`src/lpr_pkg.sv`:
```
// ----------------------------------------------------------------------------
// lpr_pkg
// Types and constants shared by the line pixel rasteriser modules.
// ----------------------------------------------------------------------------
package lpr_pkg;

  localparam int CoordW = 6;
  localparam int RowW   = 7;
  localparam int DimW   = 7;
  localparam int ColorW = 8;
  localparam int AddrW  = 12;
  localparam int ErrW   = 13;
  localparam int CfgIdxW  = 2;
  localparam int CfgDataW = 8;

  localparam logic [DimW-1:0]   WidthReset  = 7'd64;
  localparam logic [DimW-1:0]   HeightReset = 7'd64;
  localparam logic [ColorW-1:0] SkipReset   = 8'd255;

  typedef enum logic [CfgIdxW-1:0] {
    CFG_IMAGE_WIDTH  = 2'd0,
    CFG_IMAGE_HEIGHT = 2'd1,
    CFG_SKIP_COLOR   = 2'd2
  } lpr_cfg_idx_e;

  typedef enum logic {
    ST_IDLE = 1'b0,
    ST_EMIT = 1'b1
  } lpr_state_e;

  typedef struct packed {
    logic [CoordW-1:0] x_start;
    logic [CoordW-1:0] y_start;
    logic [CoordW-1:0] x_end;
    logic [CoordW-1:0] y_end;
    logic [ColorW-1:0] color;
  } lpr_cmd_t;

  typedef struct packed {
    logic [CoordW-1:0] pix_x;
    logic [RowW-1:0]   pix_y;
    logic [AddrW-1:0]  pix_address;
    logic [ColorW-1:0] pix_color;
    logic              out_of_range;
    logic              last;
  } lpr_pix_t;

  typedef struct packed {
    logic load;
    logic advance;
  } lpr_step_ctrl_t;

  typedef struct packed {
    logic [CoordW-1:0] cur_x;
    logic [RowW-1:0]   cur_y;
    logic [ColorW-1:0] color;
    logic              last;
  } lpr_step_stat_t;

endpackage

```
`src/lpr_step_unit.sv`:
```
// ----------------------------------------------------------------------------
// lpr_step_unit
// Error-term stepper: holds the line state and advances one pixel per step.
// ----------------------------------------------------------------------------
module lpr_step_unit #(
  parameter int MAX_DIM = 64
) (
  input  logic                   clk_i,
  input  logic                   rst_ni,
  input  lpr_pkg::lpr_cmd_t      cmd_i,
  input  lpr_pkg::lpr_step_ctrl_t ctrl_i,
  output lpr_pkg::lpr_step_stat_t stat_o
);

  localparam int CntW = $clog2(MAX_DIM);
  localparam int CapW = 9;
  localparam int ErrW = lpr_pkg::ErrW;
  localparam int DW   = lpr_pkg::CoordW + 1;

  logic [lpr_pkg::CoordW-1:0] cur_x_q, cur_x_d;
  logic [lpr_pkg::RowW-1:0]   cur_y_q, cur_y_d;
  logic signed [ErrW-1:0]     err_q, err_d;
  logic signed [DW-1:0]       dx_q, dx_d;
  logic signed [DW-1:0]       dy_q, dy_d;
  logic [CntW-1:0]            rem_q, rem_d;
  logic [lpr_pkg::ColorW-1:0] color_q, color_d;

  logic signed [DW-1:0]   dx_new;
  logic signed [DW-1:0]   dy_new;
  logic signed [DW-1:0]   dx_half;
  logic [CapW-1:0]        dx_ext;
  logic [CapW-1:0]        steps_ext;
  logic signed [ErrW-1:0] err_sum;
  logic signed [ErrW-1:0] err_diff;

  assign dx_new = DW'({1'b0, cmd_i.x_end}) - DW'({1'b0, cmd_i.x_start});
  assign dy_new = DW'({1'b0, cmd_i.y_end}) - DW'({1'b0, cmd_i.y_start});
  assign dx_half = (dx_new + $signed({{(DW-1){1'b0}}, dx_new[DW-1]})) >>> 1;
  assign dx_ext  = CapW'({1'b0, dx_new[DW-2:0]});

  always_comb begin
    if (dx_new[DW-1] || (dx_new == '0)) begin
      steps_ext = '0;
    end else if (dx_ext > CapW'(MAX_DIM - 1)) begin
      steps_ext = CapW'(MAX_DIM - 1);
    end else begin
      steps_ext = dx_ext;
    end
  end

  // shared add then compare against dx
  assign err_sum  = err_q + ErrW'(dy_q);
  assign err_diff = err_sum - ErrW'(dx_q);

  always_comb begin
    cur_x_d = cur_x_q;
    cur_y_d = cur_y_q;
    err_d   = err_q;
    dx_d    = dx_q;
    dy_d    = dy_q;
    rem_d   = rem_q;
    color_d = color_q;
    if (ctrl_i.load) begin
      cur_x_d = cmd_i.x_start;
      cur_y_d = lpr_pkg::RowW'(cmd_i.y_start);
      err_d   = ErrW'(dx_half);
      dx_d    = dx_new;
      dy_d    = dy_new;
      rem_d   = steps_ext[CntW-1:0];
      color_d = cmd_i.color;
    end else if (ctrl_i.advance) begin
      if (!err_diff[ErrW-1]) begin
        err_d   = err_diff;
        cur_y_d = cur_y_q + 1'b1;
      end else begin
        err_d = err_sum;
      end
      cur_x_d = cur_x_q + 1'b1;
      rem_d   = rem_q - 1'b1;
    end
  end

  always_ff @(posedge clk_i or negedge rst_ni) begin
    if (!rst_ni) begin
      rem_q   <= '0;
      cur_x_q <= '0;
      cur_y_q <= '0;
      err_q   <= '0;
      dx_q    <= '0;
      dy_q    <= '0;
      color_q <= '0;
    end else begin
      rem_q   <= rem_d;
      cur_x_q <= cur_x_d;
      cur_y_q <= cur_y_d;
      err_q   <= err_d;
      dx_q    <= dx_d;
      dy_q    <= dy_d;
      color_q <= color_d;
    end
  end

  assign stat_o.cur_x = cur_x_q;
  assign stat_o.cur_y = cur_y_q;
  assign stat_o.color = color_q;
  assign stat_o.last  = (rem_q == '0);

endmodule

```
`src/lpr_pixel_fmt.sv`:
```
// ----------------------------------------------------------------------------
// lpr_pixel_fmt
// Forms the linear address and range flag of the current pixel.
// ----------------------------------------------------------------------------
module lpr_pixel_fmt (
  input  lpr_pkg::lpr_step_stat_t        stat_i,
  input  logic [lpr_pkg::DimW-1:0]       image_width_i,
  input  logic [lpr_pkg::DimW-1:0]       image_height_i,
  output lpr_pkg::lpr_pix_t              pix_o
);

  localparam int ProdW = 2 * lpr_pkg::DimW;

  logic [ProdW-1:0] prod;
  logic [ProdW-1:0] lin;
  logic             oor;

  assign prod = ProdW'(stat_i.cur_y) * ProdW'(image_width_i);
  assign lin  = prod + ProdW'(stat_i.cur_x);
  assign oor  = (lpr_pkg::DimW'(stat_i.cur_x) >= image_width_i) ||
                (stat_i.cur_y >= image_height_i);

  assign pix_o.pix_x        = stat_i.cur_x;
  assign pix_o.pix_y        = stat_i.cur_y;
  assign pix_o.pix_address  = oor ? '0 : lin[lpr_pkg::AddrW-1:0];
  assign pix_o.pix_color    = stat_i.color;
  assign pix_o.out_of_range = oor;
  assign pix_o.last         = stat_i.last;

endmodule

```
`src/line_pixel_rasterizer_unit.sv`:
```
// ----------------------------------------------------------------------------
// line_pixel_rasterizer_unit
// First-octant line rasteriser: one line command in, a run of pixels out.
// ----------------------------------------------------------------------------
// Usage:
//   in channel  : one line command per transaction (start, end, colour).
//   out channel : one pixel per transaction, in rising x, last set on the
//                 final pixel of the line.
//   cfg channel : image width, image height and skip colour; always ready,
//                 to be written only while the unit is idle.
// Timing:
//   a command with dx = x_end - x_start gives min(max(dx,0), MAX_DIM-1) + 1
//   pixels; the command is loaded into the stepper registers, then each pixel
//   enters the output register, one per cycle while the output is taken.
//   The rate is set by the error-term stepper, one step per cycle while the
//   output is free. A command with the skip colour, or an empty image, gives
//   no pixels and the unit stays ready.
// Reset: the unit is idle with no pixel pending; registers take 64, 64, 255.
// Stall: the output register holds a pixel until taken and the stepper waits;
//   a new command is taken only once the last pixel sits in the output stage.
// ----------------------------------------------------------------------------
module line_pixel_rasterizer_unit #(
  parameter int MAX_DIM = 64
) (
  input  logic                            clk_i,
  input  logic                            rst_ni,
  input  logic                            in_valid_i,
  output logic                            in_ready_o,
  input  lpr_pkg::lpr_cmd_t               in_data_i,
  output logic                            out_valid_o,
  input  logic                            out_ready_i,
  output lpr_pkg::lpr_pix_t               out_data_o,
  input  logic                            cfg_valid_i,
  output logic                            cfg_ready_o,
  input  logic [lpr_pkg::CfgIdxW-1:0]     cfg_index_i,
  input  logic [lpr_pkg::CfgDataW-1:0]    cfg_data_i
);

  lpr_pkg::lpr_state_e     state_q, state_d;
  lpr_pkg::lpr_step_ctrl_t step_ctrl;
  lpr_pkg::lpr_step_stat_t step_stat;
  lpr_pkg::lpr_pix_t       pix_next;
  lpr_pkg::lpr_pix_t       out_data_q;

  logic [lpr_pkg::DimW-1:0]   image_width_q;
  logic [lpr_pkg::DimW-1:0]   image_height_q;
  logic [lpr_pkg::ColorW-1:0] skip_color_q;
  logic                       out_valid_q, out_valid_d;
  logic                       cmd_accept;
  logic                       cmd_draw;
  logic                       out_free;
  logic                       emit;

  assign cfg_ready_o = 1'b1;

  always_ff @(posedge clk_i or negedge rst_ni) begin
    if (!rst_ni) begin
      image_width_q  <= lpr_pkg::WidthReset;
      image_height_q <= lpr_pkg::HeightReset;
      skip_color_q   <= lpr_pkg::SkipReset;
    end else if (cfg_valid_i && cfg_ready_o) begin
      case (cfg_index_i)
        lpr_pkg::CFG_IMAGE_WIDTH: begin
          image_width_q <= cfg_data_i[lpr_pkg::DimW-1:0];
        end
        lpr_pkg::CFG_IMAGE_HEIGHT: begin
          image_height_q <= cfg_data_i[lpr_pkg::DimW-1:0];
        end
        lpr_pkg::CFG_SKIP_COLOR: begin
          skip_color_q <= cfg_data_i;
        end
        default: begin
        end
      endcase
    end
  end

  assign in_ready_o = (state_q == lpr_pkg::ST_IDLE);
  assign cmd_accept = in_valid_i && in_ready_o;
  assign cmd_draw   = cmd_accept && (in_data_i.color != skip_color_q) &&
                      (image_width_q != '0) && (image_height_q != '0);
  assign out_free   = !out_valid_q || out_ready_i;

  // next state
  always_comb begin
    state_d = state_q;
    case (state_q)
      lpr_pkg::ST_IDLE: begin
        if (cmd_draw) begin
          state_d = lpr_pkg::ST_EMIT;
        end
      end
      lpr_pkg::ST_EMIT: begin
        if (out_free && step_stat.last) begin
          state_d = lpr_pkg::ST_IDLE;
        end
      end
      default: begin
        state_d = lpr_pkg::ST_IDLE;
      end
    endcase
  end

  // sequencer outputs
  always_comb begin
    emit              = 1'b0;
    step_ctrl.load    = 1'b0;
    step_ctrl.advance = 1'b0;
    case (state_q)
      lpr_pkg::ST_IDLE: begin
        step_ctrl.load = cmd_draw;
      end
      lpr_pkg::ST_EMIT: begin
        emit              = out_free;
        step_ctrl.advance = out_free && !step_stat.last;
      end
      default: begin
      end
    endcase
  end

  always_ff @(posedge clk_i or negedge rst_ni) begin
    if (!rst_ni) begin
      state_q <= lpr_pkg::ST_IDLE;
    end else begin
      state_q <= state_d;
    end
  end

  lpr_step_unit #(
    .MAX_DIM (MAX_DIM)
  ) u_step (
    .clk_i  (clk_i),
    .rst_ni (rst_ni),
    .cmd_i  (in_data_i),
    .ctrl_i (step_ctrl),
    .stat_o (step_stat)
  );

  lpr_pixel_fmt u_fmt (
    .stat_i         (step_stat),
    .image_width_i  (image_width_q),
    .image_height_i (image_height_q),
    .pix_o          (pix_next)
  );

  // output stage
  always_comb begin
    out_valid_d = out_valid_q;
    if (emit) begin
      out_valid_d = 1'b1;
    end else if (out_ready_i) begin
      out_valid_d = 1'b0;
    end
  end

  always_ff @(posedge clk_i or negedge rst_ni) begin
    if (!rst_ni) begin
      out_valid_q <= 1'b0;
    end else begin
      out_valid_q <= out_valid_d;
    end
  end

  always_ff @(posedge clk_i) begin
    if (emit) begin
      out_data_q <= pix_next;
    end
  end

  assign out_valid_o = out_valid_q;
  assign out_data_o  = out_data_q;

  a_more_after_non_last: assert property (@(posedge clk_i) disable iff (!rst_ni)
    out_valid_o && out_ready_i && !out_data_o.last |-> state_q == lpr_pkg::ST_EMIT)
    else $error("non-last pixel taken with no line in progress");

  a_skip_no_draw: assert property (@(posedge clk_i) disable iff (!rst_ni)
    cmd_accept && (in_data_i.color == skip_color_q) |=> state_q == lpr_pkg::ST_IDLE)
    else $error("skip colour command started a line");

  a_oor_zero_addr: assert property (@(posedge clk_i) disable iff (!rst_ni)
    out_valid_o && out_data_o.out_of_range |-> out_data_o.pix_address == '0)
    else $error("out of range pixel with non-zero address");

endmodule
```
`config.mk`:
```
export PLATFORM = sky130hd
export DESIGN_NAME = line_pixel_rasterizer_unit
export DESIGN_NICKNAME = d
export VERILOG_FILES = /design/src/lpr_pkg.sv /design/src/lpr_step_unit.sv /design/src/lpr_pixel_fmt.sv /design/src/line_pixel_rasterizer_unit.sv
export SDC_FILE = /design/constraint.sdc
export NUM_CORES = 1
export LEC_CHECK = 0
export BUFFER_PORTS_ARGS = -buffer_cell sky130_fd_sc_hd__buf_2
export CAP_MARGIN = 20
export CORE_MARGIN = 2
export CORE_UTILIZATION = 49
export CTS_CLUSTER_SIZE = 28
export DETAILED_ROUTE_END_ITERATION = 16
export HOLD_SLACK_MARGIN = 0.06
export PLACE_DENSITY = 0.65
export SLEW_MARGIN = 20
export SYNTH_ARGS = -nofsm -noshare
export SYNTH_HDL_FRONTEND = slang
export SYNTH_SLANG_ARGS = --single-unit
```
`constraint.sdc`:
```
create_clock -name clk_i -period 13.95 [get_ports clk_i]
set_input_delay 1.395 -clock clk_i [delete_from_list [all_inputs] [get_ports clk_i]]
set_output_delay 1.395 -clock clk_i [all_outputs]
set_load 0.03 [all_outputs]
```
==> impl_results.md <==
- Clock insertion delay at the later pin of the skew report: 0.42 ns
- R2r worst-path depth: 17
- Final hold viol count: 0
- Setup TNS: 0 ns
- Post-route cell area: 0.00939 sq mm
- Detailed-route via count: around 6,200
- CTS clk-pin slew, worst paths: 0.06 ns
- # Post-CTS Setup Buffers: 0
- Via-to-Cell Ratio: roughly 5.4
- Commonest non-fill, non-tap cell in the layout: nand2_1
- # rows: 47
- Vias in the first global route: 6,056
- Residual DRC: 0
- Number of synthesis warnings: 0
- FF-to-FF End: u_step.err_q[3]
- Async set-or-reset flop fraction in the synthesized netlist: 0.690
- HPWL after DPL: roughly 14,000 um
- CTS Buffer Depth: 2
- Mapped Cells: 836
- Overflow after GRT: 0
- Worst rel slew slack: 0.364
- Core Area: 0.0165 sq mm
- Most frequent cells in the layout: nand2_1, inv_1, ha_1, buf_2, dfrtp_1
- CP delay by family, top: compound AO/OA/AOI/OAI gates
- WHS: 0.445 ns
- Mux cell area share after synthesis: 0.0350
- Num CTS Buffers: 17
- Syn Std Cell Area: between 0.008 and 0.009 sq mm
- Number of nets in the layout: between 1,000 and 1,500
- Post-Synth XOR/XNOR Area: 0.0631
- Mean routed wirelength per cell: 16.2 um
- Initial drt markers: around 380
- Worst-path fanout max: 10
- Register area share after synthesis: 0.368
- TritonCTS clock tree: built
- Setup-failing EPs final: 0
- M1 GR Usage: 0.317
- IO Port Bufs: just over 80
- F_max: 0.220 GHz
- Mapped Nets: 998
- Final Max Tran Viols: 0
- Post-Synth Simple-Gate Area: 0.149
- Reg2reg setup slack: 9.41 ns
- GRT Overall Usage: 0.224
- Worst R2R Start: u_step.dy_q[6]
- Min-delay worst type: flip-flop to flip-flop
- Synthesized area per cell: between 9 and 10 sq um
- CTS resizes: 0
- Detail Route Antenna Nets: 0
- DIE HEIGHT: around 130 um
- Main combinational cell family by area after synthesis: adder cells
- Bufs and invs on worst path: 1
- Tightest Pin Transition: 0.955 ns
- Critical path's most frequent cell: a21oi_1
- Worst Clk Skew: around 0.011 ns
- Most used routing layer: met2
- Min Tclk post-route: 4.54 ns
- Arr. time, crit path: approximately 4.8 ns
- Post-synth cell types: 66
- Status: finished, final reports clean
- Startpoint types: flip-flop
- CTS Hold Bufs: 0
- Post-synth EDFFs: 35
- First-pass GRT wire length: 31,100 um
- Hold Path Sink: out_data_o[3]
- Crit Path Class: flip-flop to flip-flop
- Hold Crit Start: u_step.color_q[1]
- Crit share post-route: 0.326
- Post-synthesis sequential element count: 113
- Met2 Resource Use GR: 0.351
- Largest net degree at the start of global routing: 79
- CP required: 14.21 ns
- Post-synthesis compound-gate area fraction: 0.123
- CTS Root Cell: clkbuf_16
- Max cap viols: 0
- Share of layout cells above drive strength 1: 0.174
- Endpoint type of the worst setup path: flip-flop
- Dpl cell area: 0.00880 sq mm
- Die Width: 133 um
- # fillers: about 1,500
- Slowest-stage cell, CP: and2_1
- Worst hold path depth: 0
- Unrepaired setup endpoints after global routing: no
- Synth Area in Adders: 0.206
- Crit path largest cell delay: about 0.52 ns
- Routability Congestion: 0.866
- Synth Flop Type: dfrtp_1
- CP Cell Sequence: ha_1 -> o21a_1 -> o21ai_0 -> a21oi_1 -> a31o_2 -> a21o_1 -> xnor2_1 -> inv_1 -> ha_1 -> a21oi_1 -> o21ai_0 -> a21oi_1 -> nand3_1 -> nand4_1 -> and2_1 -> mux2i_1 -> o221ai_1
- Antenna cells: 0
- H-tree depth: 4
- Wirelength, routed: around 19,000 um
- Initial antenna violation count: 0
- Initial Util: 0.497
- Clk sink count: about 110
- Die area: around 0.018 sq mm
- Number of top-level pins: 85
- Syn-to-layout area delta: 14.7%
- Grt met3 use: 0.0457
- First-pass iteration count of the detailed router: 5
worst max-delay path by stage:
stage	from	endpoint	slack [ns]	cells after the start
2_1_floorplan	image_width_q[6]	out_data_o[21]	9.50	15
3_5_place_dp	u_step.cur_y_q[3]	out_data_o[21]	9.38	15
4_1_cts	u_step.cur_y_q[3]	out_data_o[21]	9.37	15
3_3_place_gp	u_step.cur_y_q[3]	out_data_o[21]	9.46	15
5_1_grt	u_step.dy_q[6]	u_step.err_q[8]	9.06	17
6_report	u_step.dy_q[6]	u_step.err_q[3]	9.41	17
kinds of logic (layout without fill, tap and decap cells):
group	after synthesis	count (layout)
AO/OA/AOI/OAI	153	153
flip-flops	113	113
multiplexers	26	26
XOR/XNOR	59	59
AND/OR/NAND/NOR	253	253
adder cells (fa/ha/maj)	115	115
buffers and inverters	116	211
other	1	1
routing by layer:
| metal | vias up | wire (um) |
|---|---|---|
| met5 | - | 0 |
| met4 | 0 | 258 |
| met3 | 16 | 950 |
| met2 | 167 | 8480 |
| met1 | 2979 | 8920 |
| li1 | 3035 | - |
flip-flops by register name, summed over array words and instances, names as in the netlist:
name            flops
u_step.rem_q        6
u_step.cur_x_q      6
out_data_o         35
image_height_q      7
u_step.dy_q         7
u_step.err_q       13
u_step.color_q      8
u_step.dx_q         7
image_width_q       7
u_step.cur_y_q      7
state_q             1
skip_color_q        8
out_valid_o         1
metrics by stage:
stage          cells  setup slack (ns)   util
2_1_floorplan    836              9.50      -
3_3_place_gp    1118              9.46  0.535
3_5_place_dp    1118              9.38  0.535
4_1_cts         1150              9.37  0.570
5_1_grt         1151              9.06  0.570
6_report        1151              9.41  0.570
cells in the mapped netlist (all sizes together) (4+ instances only):
library cell / instances / share of area
nand2: 99 / 0.045
and3: 5 / 0.0038
nand4: 4 / 0.0031
o211ai: 7 / 0.0064
nor3: 15 / 0.0092
dfrtp: 68 / 0.21
inv: 91 / 0.042
o21ai: 48 / 0.029
dfstp: 10 / 0.032
o221ai: 4 / 0.0043
a21o: 21 / 0.019
o21a: 5 / 0.0046
xor2: 27 / 0.029
mux2i: 8 / 0.010
nand2b: 11 / 0.0084
o311ai: 6 / 0.0083
fa: 33 / 0.081
a21oi: 32 / 0.020
and2: 29 / 0.022
o22ai: 4 / 0.0031
nor4: 6 / 0.0046
nor2b: 11 / 0.0084
ha: 82 / 0.13
mux2: 18 / 0.025
edfxtp: 35 / 0.13
xnor2: 32 / 0.034
nand3b: 4 / 0.0037
clkbuf: 22 / 0.010
nor2: 41 / 0.019
nand3: 19 / 0.012
layout make-up:
cell class | instances | area [sq um] | area share
clock buffers | 17 | 425 | 0.0453
clock inverters | 15 | 151 | 0.0161
inverters | 91 | 342 | 0.0364
multi-input cells | 607 | 4720 | 0.503
flip-flops and latches | 113 | 3020 | 0.321
well taps | 220 | 275 | 0.0293
repair buffers | 88 | 459 | 0.0489
Power is not shown: default switching activity piles up to over one toggle a cycle in this logic, so the estimate is an artifact.
